**src/design/ebt_pkg.sv**
```systemverilog
// Package for the elevator bank tick controller.
// Holds sizes, mark and heading codes, the sequencer state type and the
// configuration struct shared by all modules of the block.
package ebt_pkg;

   localparam int CARS      = 6;
   localparam int FLOORS    = 20;
   localparam int CAR_W     = 3;
   localparam int FLOOR_W   = 5;
   localparam int DOOR_W    = 4;
   localparam int HEADING_W = 2;
   localparam int CNT_W     = $clog2(FLOORS + 1);
   localparam int CSR_IDX_W = 1;
   localparam int CSR_DATA_W = 4;

   localparam logic [CSR_IDX_W-1:0] CSR_DOOR_WAIT   = CSR_IDX_W'(0);
   localparam logic [CSR_IDX_W-1:0] CSR_REQUEST_CAR = CSR_IDX_W'(1);

   localparam logic [DOOR_W-1:0] DOOR_WAIT_RESET   = DOOR_W'(2);
   localparam logic [CAR_W-1:0]  REQUEST_CAR_RESET = CAR_W'(1);

   localparam logic ACT_TICK    = 1'b0;
   localparam logic ACT_REQUEST = 1'b1;

   typedef enum logic [1:0] {
      MARK_NONE   = 2'd0,
      MARK_DEST   = 2'd1,
      MARK_PICKUP = 2'd2
   } mark_type;

   typedef mark_type [FLOORS-1:0] mark_row_type;

   typedef enum logic [HEADING_W-1:0] {
      HEAD_IDLE = 2'd0,
      HEAD_UP   = 2'd1,
      HEAD_DOWN = 2'd2
   } heading_type;

   typedef enum logic [1:0] {
      ST_IDLE,
      ST_UPDATE,
      ST_REPORT
   } state_type;

   typedef struct packed {
      logic [DOOR_W-1:0] door_wait;
      logic [CAR_W-1:0]  request_car;
   } cfg_type;

endpackage

```
**src/design/elevator_bank_tick_controller_unit.sv**
```systemverilog
// Top level of the elevator bank tick controller: sequencer, per-car state,
// output register. Depends on ebt_pkg, ebt_csr and ebt_scan.
//
//   channel | direction | handshake          | words per item
//   req_    | in        | req_valid/req_stall | 1 (tick or travel request)
//   rsp_    | out       | rsp_valid/rsp_stall | 6 (one status word per car)
//   csr_    | in        | csr_valid/csr_ready | 1 register write
//
// On a tick each car gets an update state and then a report state, and both
// share the one direction unit; a request writes its marks, then reports each car.
// Reset is synchronous and clears all cars to floor zero with no marks.
// A stalled output word holds the sequencer in its report cycle; a new item
// is taken as soon as the last status word sits in the output register.
module elevator_bank_tick_controller_unit (
   input  logic                           clock,
   input  logic                           reset,
   input  logic                           req_valid,
   output logic                           req_stall,
   input  logic                           req_action,
   input  logic [ebt_pkg::FLOOR_W-1:0]    req_from_floor,
   input  logic [ebt_pkg::FLOOR_W-1:0]    req_to_floor,
   output logic                           rsp_valid,
   input  logic                           rsp_stall,
   output logic [ebt_pkg::CAR_W-1:0]      rsp_car_index,
   output logic [ebt_pkg::FLOOR_W-1:0]    rsp_car_floor,
   output logic [ebt_pkg::HEADING_W-1:0]  rsp_heading,
   output logic [ebt_pkg::DOOR_W-1:0]     rsp_door_count,
   output logic                           rsp_occupied,
   output logic                           rsp_last_car,
   input  logic                           csr_valid,
   output logic                           csr_ready,
   input  logic [ebt_pkg::CSR_IDX_W-1:0]  csr_index,
   input  logic [ebt_pkg::CSR_DATA_W-1:0] csr_data
);

   localparam logic [ebt_pkg::CAR_W-1:0]   LAST_CAR  = ebt_pkg::CAR_W'(ebt_pkg::CARS - 1);
   localparam logic [ebt_pkg::FLOOR_W-1:0] TOP_FLOOR =
      ebt_pkg::FLOOR_W'(ebt_pkg::FLOORS - 1);

   ebt_pkg::cfg_type cfg;

   ebt_pkg::state_type state_ff, state_in;
   logic [ebt_pkg::CAR_W-1:0] car_ff, car_in;
   logic tick_ff, tick_in;

   ebt_pkg::mark_row_type        marks_ff [ebt_pkg::CARS];
   logic [ebt_pkg::FLOOR_W-1:0]  pos_ff   [ebt_pkg::CARS];
   logic                         occ_ff   [ebt_pkg::CARS];
   logic [ebt_pkg::DOOR_W-1:0]   door_ff  [ebt_pkg::CARS];

   logic rsp_valid_ff, rsp_valid_in;
   logic [ebt_pkg::CAR_W-1:0]     rsp_car_ff;
   logic [ebt_pkg::FLOOR_W-1:0]   rsp_floor_ff;
   ebt_pkg::heading_type          rsp_heading_ff;
   logic [ebt_pkg::DOOR_W-1:0]    rsp_door_ff;
   logic                          rsp_occ_ff;
   logic                          rsp_last_ff;

   logic accept;
   logic out_free;
   logic load_out;
   logic write_car;
   logic write_request;
   logic request_ok;

   logic [ebt_pkg::FLOOR_W-1:0] cur_pos;
   ebt_pkg::mark_row_type       cur_row;
   ebt_pkg::mark_type           cur_mark;
   logic                        occ_set;
   logic                        serve;
   ebt_pkg::mark_row_type       row_in;
   logic [ebt_pkg::FLOOR_W-1:0] pos_in;
   logic                        occ_in;
   logic [ebt_pkg::DOOR_W-1:0]  door_in;
   ebt_pkg::mark_row_type       req_row_in;

   ebt_pkg::mark_row_type       scan_row;
   ebt_pkg::heading_type        scan_heading;

   ebt_csr u_csr (
      .clock     (clock),
      .reset     (reset),
      .csr_valid (csr_valid),
      .csr_ready (csr_ready),
      .csr_index (csr_index),
      .csr_data  (csr_data),
      .cfg       (cfg)
   );

   ebt_scan u_scan (
      .row     (scan_row),
      .cur     (cur_pos),
      .heading (scan_heading)
   );

   assign req_stall = (state_ff != ebt_pkg::ST_IDLE);
   assign accept    = req_valid && !req_stall;
   assign out_free  = !rsp_valid_ff || !rsp_stall;

   // Tick update of the car under the sequencer. The served mark is cleared
   // before the direction rule looks at the row.
   always_comb begin
      cur_pos  = pos_ff[car_ff];
      cur_row  = marks_ff[car_ff];
      cur_mark = cur_row[cur_pos];
      occ_set  = occ_ff[car_ff] || (cur_mark == ebt_pkg::MARK_PICKUP);
      serve    = (cur_mark != ebt_pkg::MARK_NONE) && occ_set;
      row_in   = cur_row;
      door_in  = door_ff[car_ff];
      if (serve) begin
         row_in[cur_pos] = ebt_pkg::MARK_NONE;
         door_in         = cfg.door_wait;
      end
      scan_row = (state_ff == ebt_pkg::ST_UPDATE) ? row_in : cur_row;
      pos_in   = cur_pos;
      occ_in   = occ_set;
      if (door_in == '0) begin
         case (scan_heading)
            ebt_pkg::HEAD_UP: begin
               if (cur_pos != TOP_FLOOR) begin
                  pos_in = cur_pos + ebt_pkg::FLOOR_W'(1);
               end
            end
            ebt_pkg::HEAD_DOWN: begin
               if (cur_pos != '0) begin
                  pos_in = cur_pos - ebt_pkg::FLOOR_W'(1);
               end
            end
            ebt_pkg::HEAD_IDLE: begin
               occ_in = 1'b0;
            end
            default: begin
               pos_in = cur_pos;
            end
         endcase
      end else begin
         door_in = door_in - ebt_pkg::DOOR_W'(1);
      end
   end

   // Travel request: pickup mark first, destination second.
   always_comb begin
      request_ok = (req_from_floor < ebt_pkg::FLOOR_W'(ebt_pkg::FLOORS))
                && (req_to_floor < ebt_pkg::FLOOR_W'(ebt_pkg::FLOORS))
                && (req_from_floor != req_to_floor)
                && (cfg.request_car < ebt_pkg::CAR_W'(ebt_pkg::CARS));
      req_row_in = marks_ff[cfg.request_car];
      req_row_in[req_from_floor] = ebt_pkg::MARK_PICKUP;
      req_row_in[req_to_floor]   = ebt_pkg::MARK_DEST;
   end

   // Sequencer.
   always_comb begin
      state_in      = state_ff;
      car_in        = car_ff;
      tick_in       = tick_ff;
      load_out      = 1'b0;
      write_car     = 1'b0;
      write_request = 1'b0;
      case (state_ff)
         ebt_pkg::ST_IDLE: begin
            if (accept) begin
               car_in  = '0;
               tick_in = (req_action == ebt_pkg::ACT_TICK);
               if (req_action == ebt_pkg::ACT_TICK) begin
                  state_in = ebt_pkg::ST_UPDATE;
               end else begin
                  write_request = request_ok;
                  state_in      = ebt_pkg::ST_REPORT;
               end
            end
         end
         ebt_pkg::ST_UPDATE: begin
            write_car = 1'b1;
            state_in  = ebt_pkg::ST_REPORT;
         end
         ebt_pkg::ST_REPORT: begin
            if (out_free) begin
               load_out = 1'b1;
               if (car_ff == LAST_CAR) begin
                  state_in = ebt_pkg::ST_IDLE;
               end else begin
                  car_in   = car_ff + ebt_pkg::CAR_W'(1);
                  state_in = tick_ff ? ebt_pkg::ST_UPDATE : ebt_pkg::ST_REPORT;
               end
            end
         end
         default: begin
            state_in = ebt_pkg::ST_IDLE;
         end
      endcase
   end

   always_ff @(posedge clock) begin
      if (reset) begin
         state_ff <= ebt_pkg::ST_IDLE;
         car_ff   <= '0;
         tick_ff  <= 1'b0;
      end else begin
         state_ff <= state_in;
         car_ff   <= car_in;
         tick_ff  <= tick_in;
      end
   end

   always_ff @(posedge clock) begin
      if (reset) begin
         for (int c = 0; c < ebt_pkg::CARS; c++) begin
            marks_ff[c] <= '{default: ebt_pkg::MARK_NONE};
            pos_ff[c]   <= '0;
            occ_ff[c]   <= 1'b0;
            door_ff[c]  <= '0;
         end
      end else if (write_car) begin
         marks_ff[car_ff] <= row_in;
         pos_ff[car_ff]   <= pos_in;
         occ_ff[car_ff]   <= occ_in;
         door_ff[car_ff]  <= door_in;
      end else if (write_request) begin
         marks_ff[cfg.request_car] <= req_row_in;
      end
   end

   assign rsp_valid_in = load_out || (rsp_valid_ff && rsp_stall);

   always_ff @(posedge clock) begin
      if (reset) begin
         rsp_valid_ff <= 1'b0;
      end else begin
         rsp_valid_ff <= rsp_valid_in;
      end
   end

   always_ff @(posedge clock) begin
      if (load_out) begin
         rsp_car_ff     <= car_ff;
         rsp_floor_ff   <= cur_pos;
         rsp_heading_ff <= scan_heading;
         rsp_door_ff    <= door_ff[car_ff];
         rsp_occ_ff     <= occ_ff[car_ff];
         rsp_last_ff    <= (car_ff == LAST_CAR);
      end
   end

   assign rsp_valid      = rsp_valid_ff;
   assign rsp_car_index  = rsp_car_ff;
   assign rsp_car_floor  = rsp_floor_ff;
   assign rsp_heading    = rsp_heading_ff;
   assign rsp_door_count = rsp_door_ff;
   assign rsp_occupied   = rsp_occ_ff;
   assign rsp_last_car   = rsp_last_ff;

endmodule

```
**src/design/ebt_csr.sv**
```systemverilog
// Configuration registers of the elevator bank tick controller.
// Depends on ebt_pkg for register indexes, widths and the cfg_type struct.
module ebt_csr (
   input  logic                           clock,
   input  logic                           reset,
   input  logic                           csr_valid,
   output logic                           csr_ready,
   input  logic [ebt_pkg::CSR_IDX_W-1:0]  csr_index,
   input  logic [ebt_pkg::CSR_DATA_W-1:0] csr_data,
   output ebt_pkg::cfg_type               cfg
);

   ebt_pkg::cfg_type cfg_ff;
   ebt_pkg::cfg_type cfg_in;

   assign csr_ready = 1'b1;
   assign cfg       = cfg_ff;

   always_comb begin
      cfg_in = cfg_ff;
      if (csr_valid) begin
         case (csr_index)
            ebt_pkg::CSR_DOOR_WAIT: begin
               cfg_in.door_wait = csr_data[ebt_pkg::DOOR_W-1:0];
            end
            ebt_pkg::CSR_REQUEST_CAR: begin
               cfg_in.request_car = csr_data[ebt_pkg::CAR_W-1:0];
            end
            default: begin
               cfg_in = cfg_ff;
            end
         endcase
      end
   end

   always_ff @(posedge clock) begin
      if (reset) begin
         cfg_ff.door_wait   <= ebt_pkg::DOOR_WAIT_RESET;
         cfg_ff.request_car <= ebt_pkg::REQUEST_CAR_RESET;
      end else begin
         cfg_ff <= cfg_in;
      end
   end

endmodule

```
**src/design/ebt_scan.sv**
```systemverilog
// Shared direction unit: scans one car's row of stop marks in parallel and
// applies the direction rule. Depends on ebt_pkg for mark and heading codes.
module ebt_scan (
   input  ebt_pkg::mark_row_type        row,
   input  logic [ebt_pkg::FLOOR_W-1:0]  cur,
   output ebt_pkg::heading_type         heading
);

   logic [ebt_pkg::FLOORS-1:0]  below_vec;
   logic [ebt_pkg::FLOORS-1:0]  above_vec;
   logic [ebt_pkg::FLOORS-1:0]  marked_vec;
   logic [ebt_pkg::FLOOR_W-1:0] target;
   logic [ebt_pkg::CNT_W-1:0]   below_cnt;
   logic [ebt_pkg::CNT_W-1:0]   above_cnt;

   always_comb begin
      target = cur;
      for (int f = 0; f < ebt_pkg::FLOORS; f++) begin
         marked_vec[f] = (row[f] != ebt_pkg::MARK_NONE);
         below_vec[f]  = marked_vec[f] && (ebt_pkg::FLOOR_W'(f) < cur);
         above_vec[f]  = marked_vec[f] && (ebt_pkg::FLOOR_W'(f) > cur);
         // The highest pickup floor wins, so later floors override.
         if (row[f] == ebt_pkg::MARK_PICKUP) begin
            target = ebt_pkg::FLOOR_W'(f);
         end
      end
   end

   assign below_cnt = ebt_pkg::CNT_W'($countones(below_vec));
   assign above_cnt = ebt_pkg::CNT_W'($countones(above_vec));

   always_comb begin
      if (marked_vec == '0) begin
         heading = ebt_pkg::HEAD_IDLE;
      end else if (target != cur) begin
         heading = (target > cur) ? ebt_pkg::HEAD_UP : ebt_pkg::HEAD_DOWN;
      end else if (below_cnt > above_cnt) begin
         heading = ebt_pkg::HEAD_DOWN;
      end else if (below_cnt < above_cnt) begin
         heading = ebt_pkg::HEAD_UP;
      end else begin
         heading = ebt_pkg::HEAD_IDLE;
      end
   end

endmodule
```
**config.mk**
```make
export PLATFORM = sky130hd
export DESIGN_NAME = elevator_bank_tick_controller_unit
export DESIGN_NICKNAME = d
export VERILOG_FILES = /design/src/design/ebt_pkg.sv /design/src/design/elevator_bank_tick_controller_unit.sv /design/src/design/ebt_csr.sv /design/src/design/ebt_scan.sv
export SDC_FILE = /design/constraint.sdc
export NUM_CORES = 1
export LEC_CHECK = 0
export ABC_AREA = 1
export BUFFER_PORTS_ARGS = -buffer_cell sky130_fd_sc_hd__buf_2
export CAP_MARGIN = 20
export CORE_MARGIN = 2
export CORE_UTILIZATION = 35
export DETAILED_ROUTE_END_ITERATION = 10
export PLACE_DENSITY = 0.55
export REMOVE_ABC_BUFFERS = 1
export SYNTH_ARGS = -nofsm -noshare
export SYNTH_HDL_FRONTEND = slang
export SYNTH_SLANG_ARGS = --single-unit
```
**constraint.sdc**
```tcl
create_clock -name clock -period 8.1 [get_ports clock]
set_clock_uncertainty 0.1 [all_clocks]
set_input_delay 0 -clock clock [delete_from_list [all_inputs] [get_ports clock]]
set_output_delay 0 -clock clock [all_outputs]
set_load 0.02 [all_outputs]
```
==> flow_metrics.py <==
metrics = {
    "status": {
        "status": "complete, but fails checks",
        "violations": "negative setup slack",
    },
    "yosys": {
        "synth_largest_area_cell": "edfxtp_1",
        "avgSynthCellArea_sq_um": 7.96,
        "synth_edf_count": 416,
        "synth_area_sq_um": 26600,
        "synthArstFlopShare_pct": 0,
        "synth-seq-cells": 436,
        "synth.most_common_cell": "nand2_1",
        "yosysSeqAreaShare_pct": 48.6,
        "yosys-top-cells-area": "edfxtp_1 47%, nand2_1 8.8%, nor2_1 7.9%",
        "synth_cell_types": 60,
        "synthFlopType": "edfxtp_1",
        "yosys_warnings": 0,
        "synth_commonest_cells": "619 x nand2_1, 560 x nor2_1, 465 x inv_1",
        "synthCells": 3334,
        "synth_top_area_share_pct": 47.0,
    },
    "routing": {
        "antenna_left": 0,
        "via_count": 24538,
        "wl_per_cell_um": 20.7,
        "wl_met3_um": 7340,
        "drc": 0,
        "wl_met1_um": 41300,
        "routed_wl_um": 96600,
        "routed.top_layer": "met5",
        "routed_via_density": 5.27,
        "drt_iter0_drc": 2393,
        "firstDrtPassIters": 6,
        "met2_length_um": 44100,
    },
    "power": {
        "p_int_w": 0.00556,
        "peakVddDrop_uv": 478,
        "p_switching_w": 0.00318,
        "clockPowerShare_pct": 25.2,
        "combPwrFrac_pct": 44.9,
        "p_per_area_nw_per_um2": 261,
        "finalPower_w": 0.00875,
        "p_sw_share_pct": 36.4,
        "leakagePower_nw": 13.8,
        "seqPwrFrac_pct": 29.9,
    },
    "floorplanning": {
        "ios": 40,
        "coreArea_sq_um": 74800,
        "fp.dieH_um": 279,
        "num_rows": 100,
        "start_util_pct": 35.5,
        "die_width_um": 279,
        "dieArea_sq_um": 78100,
    },
    "worst_setup_path": {
        "regToRegSetupSlack_ns": -0.29,
        "path_buf_inv": 48,
        "cp_slowest_cell": "dfxtp_4",
        "worst_setup_path_end_kind": "flip-flop",
        "r2r_cells": 66,
        "cp.required_ns": 8.35,
        "worst-path-stages": 66,
        "timing.rr.end": "marks_ff[0][23]$_SDFFCE_PN0P_",
        "crit_arrival_ns": 8.63,
        "critPathKind": "flip-flop to flip-flop",
        "crit_top_cell": "buf_4",
        "crit_path_end": "marks_ff[0][23]$_SDFFCE_PN0P_",
        "critPathMaxFanout": 8,
        "path_delay_family": "buffers and inverters",
        "startpoint_type": "flip-flop",
        "cp_slowest_stage_delay_ns": 0.38,
    },
    "sta": {
        "min_period_over_period_pct": 104,
        "worst_slack_ns": -0.289,
        "min_period_ns": 8.39,
        "rsz0062_at_grt": "yes",
        "finalHoldViolations": 0,
        "drv_slew": 0,
        "tightest_slew_ns": 1.04,
        "fmax_mhz": 119,
        "tns_ns": -11.02,
        "final-setup-viol-count": 59,
        "maxSlewHeadroom_pct": 30.8,
    },
    "cells_and_area": {
        "fin_area_sq_um": 33500,
        "drive_gt1_share_pct": 20.7,
        "fin_nets": 3744,
        "antennaDiodeCount": 0,
        "area_growth_pct": 26.1,
        "post-route-util_pct": 44.7,
    },
    "grt": {
        "grt_first_pass_wirelength_um": 146000,
        "grt_pass1_vias": 23692,
        "track_usage_pct": 24.6,
        "grt-ovfl-total": 0,
        "grt_max_degree": 101,
        "grt_antenna_before_repair": 2,
    },
    "job": {
        "maxCapViolations": 0,
    },
    "clock_network": {
        "cts_htree_levels": 2,
        "clockRootBuffer": "clkbuf_16",
        "cts_tree": "built",
        "cts_buffers": 50,
        "cts.sinks": 436,
        "cts.clk_slew.worst_paths_ns": 0.06,
        "clock_path_buffers": 3,
        "clk_latency_ns": 0.62,
    },
    "placement": {
        "port_buffers": 38,
        "placedInstanceArea_sq_um": 29600,
        "gp_congestion": 0.944,
        "place_ws_ns": -1.03,
        "detailed_place_hpwl_um": 61100,
    },
    "min_path": {
        "hold_class": "input pin to flip-flop",
    },
}
cells in the final DEF (no fill, tap or decap), types with 8 or more instances in the layout:
cell / instances
nor2_2: 30
nand2_4: 13
inv_2: 32
nor2_1: 522
o211ai_1: 46
ha_1: 39
o21ai_2: 22
clkbuf_16: 52
buf_6: 18
a21oi_1: 152
o22ai_1: 15
nor3_1: 14
nand3_1: 311
dlygate4sd3_1: 22
o21ai_1: 46
dfxtp_1: 14
buf_12: 34
nand2_2: 60
o21ai_0: 227
clkbuf_1: 11
buf_2: 38
clkinv_2: 9
nand2_1: 563
buf_4: 316
fa_2: 10
nor2_4: 23
clkinv_1: 12
buf_16: 12
o21ai_4: 9
inv_1: 439
fa_1: 18
edfxtp_1: 416
nand4_1: 8
nand3_2: 25
worst min path at each step:
stage	cells after the start	end	from	slack (ns)
after floorplan	1	rsp_valid$_SDFF_PP0_	reset	-0.03
after global placement	3	u_csr.cfg[4]$_SDFFE_PP1P_	csr_data[1]	0.14
after detailed placement	3	u_csr.cfg[4]$_SDFFE_PP1P_	csr_data[1]	0.14
after CTS	7	marks_ff[5][12]$_DFFE_PP_	req_from_floor[3]	0.07
after global routing	6	marks_ff[5][29]$_DFFE_PP_	req_to_floor[2]	0.14
final	6	marks_ff[5][27]$_DFFE_PP_	req_to_floor[2]	0.08
flip-flops by register name, indices dropped and copies added, names as in the netlist, 2 cells and up, named ones only:
name	flops
state_ff	2
rsp_door_count	4
door_ff	32
rsp_heading	2
rsp_car_floor	5
occ_ff	8
car_ff	3
marks_ff	320
pos_ff	40
u_csr.cfg	7
rsp_car_index	3
kinds of logic after synthesis:
logic type,share of synthesized area (%)
AO/OA/AOI/OAI,11.6
XOR/XNOR,0.264
adder cells (fa/ha/maj),4.37
buffers and inverters,10.3
flip-flops,48.6
multiplexers,0.0754
other,0.0141
AND/OR/NAND/NOR,24.8
repair_timing:
item	4_1_cts	5_1_grt
gates resized for setup	235	77
hold buffers	22	0
gates cloned	12	0
hold endpoints to repair	36	0
pin swaps	90	50
setup buffers	96	5
setup endpoints to repair	50	65
layout make-up:
class | count | area, sq um
Fill cell | 7352 | 41400
Sequential cell | 436 | 12900
Multi-Input combinational cell | 2232 | 11800
Timing Repair Buffer | 444 | 4070
Inverter | 481 | 1840
Clock buffer | 63 | 1340
Tap cell | 969 | 1210
Clock inverter | 27 | 213
Timing Repair inverter | 2 | 31.3
power by group through the flow:
stage               Clock, W  Combinational, W  Sequential (W)
floorplan                  0           0.00177         0.00270
global placement           0           0.00288         0.00266
detailed placement         0           0.00291         0.00266
CTS                  0.00224           0.00382         0.00262
global route         0.00232           0.00438         0.00263
finish               0.00220           0.00392         0.00262
worst reg2reg max path, delay by kind of cell (launching register included):
kind,cells,cell delay [ns]
buf+inv,48,5.90
simple gates,17,1.58
flops,1,0.38
compound gates,1,0.17
routing by layer:
layer | track usage [%] | vias to the layer above
met5 | 0 | -
met4 | 9.80 | 4
met3 | 3.80 | 207
met2 | 39.2 | 1031
met1 | 33.6 | 11678
li1 | - | 11618
metrics by stage:
| stage | hold WS (ns) | instances |
|---|---|---|
| 6_report | 0.0825 | 4654 |
| 3_3_place_gp | 0.143 | 4430 |
| 4_1_cts | 0.0654 | 4649 |
| 5_1_grt | 0.144 | 4654 |
| 2_1_floorplan | -0.0309 | 3149 |
| 3_5_place_dp | 0.144 | 4431 |
Power figures use the tool's default switching activity.
